$ cat config.mk
export PLATFORM = sky130hd
export DESIGN_NAME = positional_list_insert_delete
export DESIGN_NICKNAME = d
export VERILOG_FILES = /design/src/rtl/core/plid_pkg.sv /design/src/rtl/core/plid_store.sv /design/src/rtl/core/plid_ctrl.sv /design/src/rtl/core/positional_list_insert_delete.sv
export SDC_FILE = /design/constraint.sdc
export NUM_CORES = 2
export LEC_CHECK = 0
export ABC_CLOCK_PERIOD_IN_PS = 6000
export BUFFER_PORTS_ARGS = -buffer_cell sky130_fd_sc_hd__buf_2
export CORE_MARGIN = 2
export CORE_UTILIZATION = 28
export CTS_BUF_LIST = sky130_fd_sc_hd__clkbuf_4 sky130_fd_sc_hd__clkbuf_8 sky130_fd_sc_hd__clkbuf_16
export CTS_CLUSTER_SIZE = 30
export DETAILED_ROUTE_END_ITERATION = 8
export HOLD_SLACK_MARGIN = 0.03
export SYNTH_ARGS = -nofsm -noshare
export SYNTH_HDL_FRONTEND = slang
export SYNTH_SLANG_ARGS = --single-unit
$ cat constraint.sdc
create_clock -name clk_i -period 6 [get_ports clk_i]
set_clock_uncertainty 0.05 [all_clocks]
set_input_delay 0.3 -clock clk_i [delete_from_list [all_inputs] [get_ports clk_i]]
set_output_delay 0.3 -clock clk_i [all_outputs]
set_load 0.02 [all_outputs]
$ cat src/rtl/core/plid_pkg.sv
// Shared types and constants for the positional linked list block.
`timescale 1ns / 1ps
package plid_pkg;

  // Default node pool size
  localparam int CapacityDef = 64;

  // Field widths fixed by the interface
  localparam int POS_W    = 7;
  localparam int VAL_W    = 32;
  localparam int LEN_W    = 7;
  localparam int STATUS_W = 2;

  // Request codes
  localparam logic REQ_INSERT = 1'b0;
  localparam logic REQ_DELETE = 1'b1;

  typedef enum logic [STATUS_W-1:0] {
    STATUS_OK    = 2'd0,
    STATUS_RANGE = 2'd1,
    STATUS_FULL  = 2'd2
  } status_e;

  // Sequencer states
  typedef enum logic [3:0] {
    ST_IDLE,
    ST_CHECK,
    ST_TAKE,
    ST_PLACE,
    ST_WALK,
    ST_WALK_WAIT,
    ST_NEXT_WAIT,
    ST_LINK_PREV,
    ST_VIC_RD,
    ST_FREE_VIC,
    ST_FINISH
  } state_e;

  typedef struct packed {
    logic                    req_type;
    logic [POS_W-1:0]        position;
    logic signed [VAL_W-1:0] value;
  } req_t;

  typedef struct packed {
    status_e                 status;
    logic signed [VAL_W-1:0] removed_value;
    logic [LEN_W-1:0]        list_length;
  } rsp_t;

  // Memory strobes from the sequencer to the node store
  typedef struct packed {
    logic rd_en;
    logic link_we;
    logic elem_we;
  } mem_en_t;

endpackage

$ cat src/rtl/core/plid_store.sv
// Node pool: element memory and next-pointer memory, registered read.
`timescale 1ns / 1ps
module plid_store #(
  parameter int CAPACITY = plid_pkg::CapacityDef
) (
  input  logic                                  clk_i,
  input  plid_pkg::mem_en_t                     en_i,
  input  logic [$clog2(CAPACITY)-1:0]           rd_addr_i,
  input  logic [$clog2(CAPACITY)-1:0]           link_waddr_i,
  input  logic [$clog2(CAPACITY+1)-1:0]         link_wdata_i,
  input  logic [$clog2(CAPACITY)-1:0]           elem_waddr_i,
  input  logic signed [plid_pkg::VAL_W-1:0]     elem_wdata_i,
  output logic [$clog2(CAPACITY+1)-1:0]         link_rdata_o,
  output logic signed [plid_pkg::VAL_W-1:0]     elem_rdata_o
);
  import plid_pkg::*;

  localparam int PW = $clog2(CAPACITY + 1);

  logic [PW-1:0]           link_mem [CAPACITY];
  logic signed [VAL_W-1:0] elem_mem [CAPACITY];

  // Link memory port
  always_ff @(posedge clk_i) begin
    if (en_i.link_we) begin
      link_mem[link_waddr_i] <= link_wdata_i;
    end
    if (en_i.rd_en) begin
      link_rdata_o <= link_mem[rd_addr_i];
    end
  end

  // Element memory port, read at the same address as the links
  always_ff @(posedge clk_i) begin
    if (en_i.elem_we) begin
      elem_mem[elem_waddr_i] <= elem_wdata_i;
    end
    if (en_i.rd_en) begin
      elem_rdata_o <= elem_mem[rd_addr_i];
    end
  end

endmodule

$ cat src/rtl/core/plid_ctrl.sv
// Request sequencer: range checks, node allocation, chain walk and splice.
`timescale 1ns / 1ps
module plid_ctrl #(
  parameter int CAPACITY = plid_pkg::CapacityDef
) (
  input  logic                                  clk_i,
  input  logic                                  rst_ni,
  input  logic                                  in_valid_i,
  output logic                                  in_ready_o,
  input  plid_pkg::req_t                        in_req_i,
  output logic                                  rsp_valid_o,
  input  logic                                  rsp_ready_i,
  output plid_pkg::rsp_t                        rsp_o,
  output plid_pkg::mem_en_t                     mem_en_o,
  output logic [$clog2(CAPACITY)-1:0]           rd_addr_o,
  output logic [$clog2(CAPACITY)-1:0]           link_waddr_o,
  output logic [$clog2(CAPACITY+1)-1:0]         link_wdata_o,
  output logic [$clog2(CAPACITY)-1:0]           elem_waddr_o,
  output logic signed [plid_pkg::VAL_W-1:0]     elem_wdata_o,
  input  logic [$clog2(CAPACITY+1)-1:0]         link_rdata_i,
  input  logic signed [plid_pkg::VAL_W-1:0]     elem_rdata_i
);
  import plid_pkg::*;

  localparam int AW = $clog2(CAPACITY);
  localparam int PW = $clog2(CAPACITY + 1);
  localparam int LW = ((PW > POS_W) ? PW : POS_W) + 1;
  localparam int KW = POS_W + 1;
  localparam logic [PW-1:0] NIL = PW'(CAPACITY);

  state_e state_q, state_d;

  // Control state
  logic [PW-1:0] head_q, head_d;
  logic [PW-1:0] free_q, free_d;
  logic [PW-1:0] unused_q, unused_d;
  logic [PW-1:0] count_q, count_d;

  // Per-request working registers
  logic                    op_q, op_d;
  logic [POS_W-1:0]        pos_q, pos_d;
  logic signed [VAL_W-1:0] val_q, val_d;
  logic [PW-1:0]           cur_q, cur_d;
  logic [PW-1:0]           node_q, node_d;
  logic [POS_W-1:0]        k_q, k_d;
  status_e                 status_q, status_d;
  logic signed [VAL_W-1:0] removed_q, removed_d;

  logic [LW-1:0] pos_ext, cnt_ext;
  logic          ins_bad, del_bad, pos_one;
  logic [PW-1:0] link_sat;
  logic          walk_more, walk_more_next;

  // Range checks and link clamping
  assign pos_ext  = LW'(pos_q);
  assign cnt_ext  = LW'(count_q);
  assign pos_one  = (pos_q == POS_W'(1));
  assign ins_bad  = (pos_q == '0) || (pos_ext > LW'(cnt_ext + LW'(1)));
  assign del_bad  = (pos_q == '0) || (pos_ext > cnt_ext);
  assign link_sat = (link_rdata_i >= NIL) ? NIL : link_rdata_i;
  // Walk continues while step k+1 is short of the predecessor position
  assign walk_more      = (KW'(KW'(k_q) + KW'(1)) < KW'(pos_q)) && (cur_q != NIL);
  assign walk_more_next = (KW'(KW'(k_q) + KW'(2)) < KW'(pos_q)) && (link_sat != NIL);

  assign in_ready_o  = (state_q == ST_IDLE);
  assign rsp_valid_o = (state_q == ST_FINISH);
  assign rsp_o.status        = status_q;
  assign rsp_o.removed_value = removed_q;
  assign rsp_o.list_length   = LEN_W'(cnt_ext);

  assign elem_waddr_o = node_q[AW-1:0];
  assign elem_wdata_o = val_q;

  // State and control registers
  always_ff @(posedge clk_i or negedge rst_ni) begin
    if (!rst_ni) begin
      state_q  <= ST_IDLE;
      head_q   <= NIL;
      free_q   <= NIL;
      unused_q <= '0;
      count_q  <= '0;
    end else begin
      state_q  <= state_d;
      head_q   <= head_d;
      free_q   <= free_d;
      unused_q <= unused_d;
      count_q  <= count_d;
    end
  end

  // Working registers, no reset needed
  always_ff @(posedge clk_i) begin
    op_q      <= op_d;
    pos_q     <= pos_d;
    val_q     <= val_d;
    cur_q     <= cur_d;
    node_q    <= node_d;
    k_q       <= k_d;
    status_q  <= status_d;
    removed_q <= removed_d;
  end

  // Next state and memory commands
  always_comb begin
    state_d   = state_q;
    head_d    = head_q;
    free_d    = free_q;
    unused_d  = unused_q;
    count_d   = count_q;
    op_d      = op_q;
    pos_d     = pos_q;
    val_d     = val_q;
    cur_d     = cur_q;
    node_d    = node_q;
    k_d       = k_q;
    status_d  = status_q;
    removed_d = removed_q;

    mem_en_o     = '0;
    rd_addr_o    = cur_q[AW-1:0];
    link_waddr_o = node_q[AW-1:0];
    link_wdata_o = head_q;

    case (state_q)
      ST_IDLE: begin
        if (in_valid_i) begin
          op_d      = in_req_i.req_type;
          pos_d     = in_req_i.position;
          val_d     = in_req_i.value;
          status_d  = STATUS_OK;
          removed_d = '0;
          state_d   = ST_CHECK;
        end
      end

      ST_CHECK: begin
        if (op_q == REQ_INSERT) begin
          if (ins_bad) begin
            status_d = STATUS_RANGE;
            state_d  = ST_FINISH;
          end else if (free_q != NIL) begin
            // reuse the most recently freed node
            node_d          = free_q;
            mem_en_o.rd_en  = 1'b1;
            rd_addr_o       = free_q[AW-1:0];
            state_d         = ST_TAKE;
          end else if (unused_q < NIL) begin
            node_d   = unused_q;
            unused_d = PW'(unused_q + PW'(1));
            state_d  = ST_PLACE;
          end else begin
            status_d = STATUS_FULL;
            state_d  = ST_FINISH;
          end
        end else begin
          if (del_bad) begin
            status_d = STATUS_RANGE;
            state_d  = ST_FINISH;
          end else if (pos_one) begin
            node_d = head_q;
            if (head_q == NIL) begin
              count_d = PW'(count_q - PW'(1));
              state_d = ST_FINISH;
            end else begin
              mem_en_o.rd_en = 1'b1;
              rd_addr_o      = head_q[AW-1:0];
              state_d        = ST_VIC_RD;
            end
          end else begin
            cur_d   = head_q;
            k_d     = POS_W'(1);
            state_d = ST_WALK;
          end
        end
      end

      ST_TAKE: begin
        free_d  = link_sat;
        state_d = ST_PLACE;
      end

      ST_PLACE: begin
        mem_en_o.elem_we = 1'b1;
        if (pos_one) begin
          mem_en_o.link_we = 1'b1;
          link_waddr_o     = node_q[AW-1:0];
          link_wdata_o     = head_q;
          head_d           = node_q;
          count_d          = PW'(count_q + PW'(1));
          state_d          = ST_FINISH;
        end else begin
          cur_d   = head_q;
          k_d     = POS_W'(1);
          state_d = ST_WALK;
        end
      end

      ST_WALK: begin
        if (walk_more) begin
          mem_en_o.rd_en = 1'b1;
          rd_addr_o      = cur_q[AW-1:0];
          state_d        = ST_WALK_WAIT;
        end else if (cur_q == NIL) begin
          // predecessor missing: chain ended early
          if (op_q == REQ_INSERT) begin
            mem_en_o.link_we = 1'b1;
            link_waddr_o     = node_q[AW-1:0];
            link_wdata_o     = NIL;
            count_d          = PW'(count_q + PW'(1));
          end else begin
            count_d = PW'(count_q - PW'(1));
          end
          state_d = ST_FINISH;
        end else begin
          // fetch successor of the predecessor
          mem_en_o.rd_en = 1'b1;
          rd_addr_o      = cur_q[AW-1:0];
          state_d        = ST_NEXT_WAIT;
        end
      end

      ST_WALK_WAIT: begin
        // one link per cycle: next address comes straight from read data
        cur_d = link_sat;
        k_d   = POS_W'(k_q + POS_W'(1));
        if (walk_more_next) begin
          mem_en_o.rd_en = 1'b1;
          rd_addr_o      = link_sat[AW-1:0];
        end else begin
          state_d = ST_WALK;
        end
      end

      ST_NEXT_WAIT: begin
        if (op_q == REQ_INSERT) begin
          mem_en_o.link_we = 1'b1;
          link_waddr_o     = node_q[AW-1:0];
          link_wdata_o     = link_sat;
          state_d          = ST_LINK_PREV;
        end else begin
          node_d = link_sat;
          if (link_sat == NIL) begin
            count_d = PW'(count_q - PW'(1));
            state_d = ST_FINISH;
          end else begin
            mem_en_o.rd_en = 1'b1;
            rd_addr_o      = link_sat[AW-1:0];
            state_d        = ST_VIC_RD;
          end
        end
      end

      ST_LINK_PREV: begin
        mem_en_o.link_we = 1'b1;
        link_waddr_o     = cur_q[AW-1:0];
        link_wdata_o     = node_q;
        count_d          = PW'(count_q + PW'(1));
        state_d          = ST_FINISH;
      end

      ST_VIC_RD: begin
        removed_d = elem_rdata_i;
        if (pos_one) begin
          head_d = link_sat;
        end else begin
          mem_en_o.link_we = 1'b1;
          link_waddr_o     = cur_q[AW-1:0];
          link_wdata_o     = link_sat;
        end
        state_d = ST_FREE_VIC;
      end

      ST_FREE_VIC: begin
        // push victim onto the free chain
        mem_en_o.link_we = 1'b1;
        link_waddr_o     = node_q[AW-1:0];
        link_wdata_o     = free_q;
        free_d           = node_q;
        count_d          = PW'(count_q - PW'(1));
        state_d          = ST_FINISH;
      end

      ST_FINISH: begin
        if (rsp_ready_i) begin
          state_d = ST_IDLE;
        end
      end

      default: begin
        state_d = ST_IDLE;
      end
    endcase
  end

endmodule

$ cat src/rtl/core/positional_list_insert_delete.sv
// Top level of the positional linked list: sequencer, node pool, result register.
//
// Ordered list of signed 32-bit elements held in a pool of CAPACITY nodes.
// Input channel (in_valid_i / in_ready_o / in_req_i): one request per transfer,
// insert before a one-based position or delete at a position.
// Output channel (out_valid_o / out_ready_i / out_rsp_o): exactly one result
// per request, in request order: status, removed value, list length.
// A range error or full pool is reported straight after the check. Position
// one needs no walk; any other position walks the chain from the head, which
// reads one link per cycle through the link memory's registered port.
// One request is in work at a time; the next input transfer is taken once
// the result has moved into the output register, in the cycle after at the
// earliest.
// Reset: asynchronous, active low; the list is empty, nothing is freed and
// no pool node is in use. The memories need no clearing pass.
// When the receiver stalls, the result waits in the output register and the
// sequencer holds its finished result until that register frees up.
`timescale 1ns / 1ps
module positional_list_insert_delete #(
  parameter int CAPACITY = plid_pkg::CapacityDef
) (
  input  logic            clk_i,
  input  logic            rst_ni,
  input  logic            in_valid_i,
  output logic            in_ready_o,
  input  plid_pkg::req_t  in_req_i,
  output logic            out_valid_o,
  input  logic            out_ready_i,
  output plid_pkg::rsp_t  out_rsp_o
);
  import plid_pkg::*;

  localparam int AW = $clog2(CAPACITY);
  localparam int PW = $clog2(CAPACITY + 1);

  mem_en_t                 mem_en;
  logic [AW-1:0]           rd_addr, link_waddr, elem_waddr;
  logic [PW-1:0]           link_wdata, link_rdata;
  logic signed [VAL_W-1:0] elem_wdata, elem_rdata;

  logic rsp_valid, rsp_ready;
  rsp_t rsp;

  logic out_valid_q;
  rsp_t out_rsp_q;

  plid_ctrl #(
    .CAPACITY(CAPACITY)
  ) u_ctrl (
    .clk_i       (clk_i),
    .rst_ni      (rst_ni),
    .in_valid_i  (in_valid_i),
    .in_ready_o  (in_ready_o),
    .in_req_i    (in_req_i),
    .rsp_valid_o (rsp_valid),
    .rsp_ready_i (rsp_ready),
    .rsp_o       (rsp),
    .mem_en_o    (mem_en),
    .rd_addr_o   (rd_addr),
    .link_waddr_o(link_waddr),
    .link_wdata_o(link_wdata),
    .elem_waddr_o(elem_waddr),
    .elem_wdata_o(elem_wdata),
    .link_rdata_i(link_rdata),
    .elem_rdata_i(elem_rdata)
  );

  plid_store #(
    .CAPACITY(CAPACITY)
  ) u_store (
    .clk_i       (clk_i),
    .en_i        (mem_en),
    .rd_addr_i   (rd_addr),
    .link_waddr_i(link_waddr),
    .link_wdata_i(link_wdata),
    .elem_waddr_i(elem_waddr),
    .elem_wdata_i(elem_wdata),
    .link_rdata_o(link_rdata),
    .elem_rdata_o(elem_rdata)
  );

  // Output register: loads when empty or draining this cycle
  assign rsp_ready = !out_valid_q || out_ready_i;

  always_ff @(posedge clk_i or negedge rst_ni) begin
    if (!rst_ni) begin
      out_valid_q <= 1'b0;
    end else if (rsp_valid && rsp_ready) begin
      out_valid_q <= 1'b1;
    end else if (out_ready_i) begin
      out_valid_q <= 1'b0;
    end
  end

  always_ff @(posedge clk_i) begin
    if (rsp_valid && rsp_ready) begin
      out_rsp_q <= rsp;
    end
  end

  assign out_valid_o = out_valid_q;
  assign out_rsp_o   = out_rsp_q;

  // Sequencer is busy right after taking a request
  assert property (@(posedge clk_i) disable iff (!rst_ni)
    (in_valid_i && in_ready_o) |=> !in_ready_o)
    else $error("input taken again while a request is in work");

  // Finished result holds until the output register takes it
  assert property (@(posedge clk_i) disable iff (!rst_ni)
    (rsp_valid && !rsp_ready) |=> (rsp_valid && $stable(rsp)))
    else $error("sequencer result dropped or changed while stalled");

  // Failed requests never report a removed element
  assert property (@(posedge clk_i) disable iff (!rst_ni)
    (out_valid_o && out_rsp_o.status != STATUS_OK) |-> (out_rsp_o.removed_value == '0))
    else $error("removed value on a failed request");

  // Pool full is only reported with every node in the list
  assert property (@(posedge clk_i) disable iff (!rst_ni)
    (out_valid_o && out_rsp_o.status == STATUS_FULL) |->
      (out_rsp_o.list_length == LEN_W'(CAPACITY)))
    else $error("pool full reported below capacity");

endmodule

==> impl_metrics.ini <==
[outcome]
outcome = finished with violations
violations = design-rule violations

[floorplanning]
fp-row-count = 229
io_pins = 87
dieArea_um2 = 396000
start_util_pct = 28.1
die_h_um = 630
fp.dieW_um = 630
core_region_area_um2 = 389000

[synth]
ys.flop_type = edfxtp_1
ys.warnings.count = 0
yosys.area.top_type = edfxtp_1
avgSynthCellArea_um2 = 14.0
ys_types = 87
ys_top_cells_by_count = 2671 x edfxtp_1, 1542 x nand2_1, 535 x nand3_1
synth.area.top_cells = edfxtp_1 73%, nand2_1 5.3%, mux2i_1 3.5%
synth_area_um2 = 110000
synth-edff-count = 2671
yosys.area.top_type_share_pct = 73.2
synth_fp_nets = 7925
synthArstFlopShare_pct = 1.22
postSynthCellCount = 7850
yosysSeqAreaShare_pct = 74.0
ys_ff_latch = 2704
yosysMostFrequentCell = edfxtp_1

[power_and_ir_drop]
peakVddDrop_uv = 629
p_leak_nw = 43.0
powerDensity_nw_per_um2 = 565

[sta]
timing.final.max_slew_violations = 0
rsz0062_at_grt = no
tightest_slew_ns = 1.24
final.min_clock_period_ns = 5.90
finalCritPeriodShare_pct = 98.3
setup_ws_ns = 0.100
fin_hold_ws_ns = 0.0942
setup_violations = 0
finalHoldViolCount = 0
maxSlewHeadroom_pct = 17.1
fmax_mhz = 170

[global_routing]
grt_start_max_net_pins = 119
grt_pass1_vias = 67800
overflow = 0
antenna_found_initial = 46
grtUsageTotal_pct = 17.2
grt_pass1_wl_um = 502000

[worst_setup_path]
path_max_fanout = 36
path_class = reg2reg
critPathBufInv = 2
worst_setup_path_end_kind = flip-flop
slowest_stage = a311oi_1
ff2ff_path_depth = 17
required_ns = 6.67
critPathLaunchType = flip-flop
cp.depth = 17
crit_family = compound AO/OA/AOI/OAI gates
rr_startpoint = u_ctrl.count_q[2]$_DFFE_PN0P_
critPathMaxStageDelay_ns = 0.78
cp_data_arrival_time_ns = 6.57
crit_start = u_ctrl.count_q[2]$_DFFE_PN0P_
crit_top_cell = nand3_1
path_cells = nand3_1 -> nor3_2 -> xnor2_1 -> ha_1 -> nand3_1 -> nor3_1 -> a31o_2 -> o21ai_2 -> a2111oi_0 -> buf_4 -> o21a_4 -> nand2_2 -> buf_12 -> o221ai_1 -> a31oi_1 -> a311oi_1 -> or4_1

[clock_network]
clkSinkCount = 2704
clock_latency_ns = 0.87
cts.clk_slew.worst_paths_ns = 0.06
clockBufferDepth = 4
cts_tree = yes
clockRootBuffer = clkbuf_16
cts.htree.levels = 5
cts_buffers = 282

[run]
max-cap-violations = 0

[hold_path]
hp-class = in2reg
holdPathStages = 2
min_from = in_req_i[33]

[route]
drc = 1
drt_first_pass_iters = 9
vias_per_cell = 5.31
ant_nets = 0
drt-initial-drc-count = 11000
vias = 72200
wl_per_cell_um = 26.2
postRouteWirelength_um = 357000

[placed_design]
place.gp.congestion = 0.904
placed_area_um2 = 119000
place_hpwl_um = 214000
dp_slack_ns = -0.0173
dpl.cell_count = 13000
port_buffers = 86

[finish]
drive_gt1_share_pct = 13.1
stdcell_area_um2 = 128000
stdcell_count = 13600
nets = 8216
syn_to_final_growth_pct = 17.2
final cells by class:
type,instances,area [um^2]
diodes,37,92.6
clock buffers,341,7660
clock inverters,156,1360
fillers,37500,261000
inverters,254,953
multi-input cells,4348,25900
flip-flops and latches,2704,81000
well taps,5197,6500
repair buffers,551,4870
per-stage QoR:
stage	total power, mW	utilization [%]	setup TNS [ns]
3_3_place_gp	54.3	30.5	-0.579
5_1_grt	74.9	33.0	0
2_1_floorplan	40.7	-	0
6_report	72.5	33.0	0
3_5_place_dp	54.6	30.5	-0.0341
4_1_cts	72.0	32.9	0
state kept, by name (all words and copies together), names as in the netlist:
register	count
u_store.elem_mem	2048
out_rsp_o	41
u_ctrl.count_q	7
u_ctrl.pos_q	7
u_store.link_rdata_o	7
u_ctrl.elem_wdata_o	32
u_ctrl.removed_q	32
u_ctrl.cur_q	7
u_ctrl.k_q	7
u_ctrl.free_q	7
u_ctrl.state_q	4
u_ctrl.status_q	2
u_store.link_mem	448
u_ctrl.op_q	1
u_ctrl.head_q	7
u_ctrl.node_q	7
u_store.elem_rdata_o	32
u_ctrl.unused_q	7
out_valid_o	1
layer usage:
| layer | vias up | global-route usage, % | part of all wire (%) |
|---|---|---|---|
| li1 | 30600 | - | - |
| met1 | 36400 | 23.3 | 40 |
| met2 | 4480 | 27.3 | 46 |
| met3 | 670 | 3.17 | 11 |
| met4 | 6 | 6.69 | 4.1 |
| met5 | - | 0 | 0.015 |
worst paths after layout:
kind | to | slack, ns
max reg2reg | u_store.elem_rdata_o[18]$_DFFE_PP_ | 0.10
max in group asynchronous | out_valid_o$_DFFE_PN0P_ | 4.31
min reg2reg | out_rsp_o[27]$_DFFE_PP_ | 0.36
min | u_ctrl.pos_q[1]$_DFFE_PP_ | 0.09
min in group asynchronous | u_ctrl.count_q[3]$_DFFE_PN0P_ | 0.55
max | u_store.elem_rdata_o[18]$_DFFE_PP_ | 0.10
cell usage in the layout, fill, tap and decap left out, drive strengths merged, types with 45 or more instances in the layout:
master       synthesis  routed
a31oi              370     370
nand3              535     535
a211oi             235     235
o22ai               98      98
inv                253     265
o21ai              111     111
o221ai              49      49
a311oi             221     221
clkbuf             267     341
edfxtp            2671    2671
mux2i              378     378
nor2               223     223
a21oi              131     131
clkinv               1     119
buf                277     506
nand2             1542    1542
dlygate4sd3          0      45
cells by family (layout without fill, tap and decap cells):
group / after synthesis / in the layout / share of synthesized area [%]
flops: 2704 / 2704 / 74.0
simple gates: 2510 / 2510 / 9.80
compound gates: 1395 / 1395 / 9.02
buf+inv: 798 / 1302 / 3.11
mux: 390 / 390 / 3.58
fa+ha+maj: 31 / 31 / 0.354
xor+xnor: 22 / 22 / 0.176
other cells: 0 / 37 / 0
what timing repair did:
item,CTS,global route
endpoints found under the setup margin,5,22
pin swaps,1,2
endpoints found under the hold margin,85,0
resized for setup,3,23
buffers inserted,2,0
hold buffers,45,0
report_power, final:
group	leakage, nW	internal, mW	total, mW	switching, mW
Clock	4.50	9.98	17.4	7.39
Combinational	13.9	9.61	31.8	22.2
Sequential	24.6	22.6	23.4	0.756
Power figures use the tool's default switching activity.
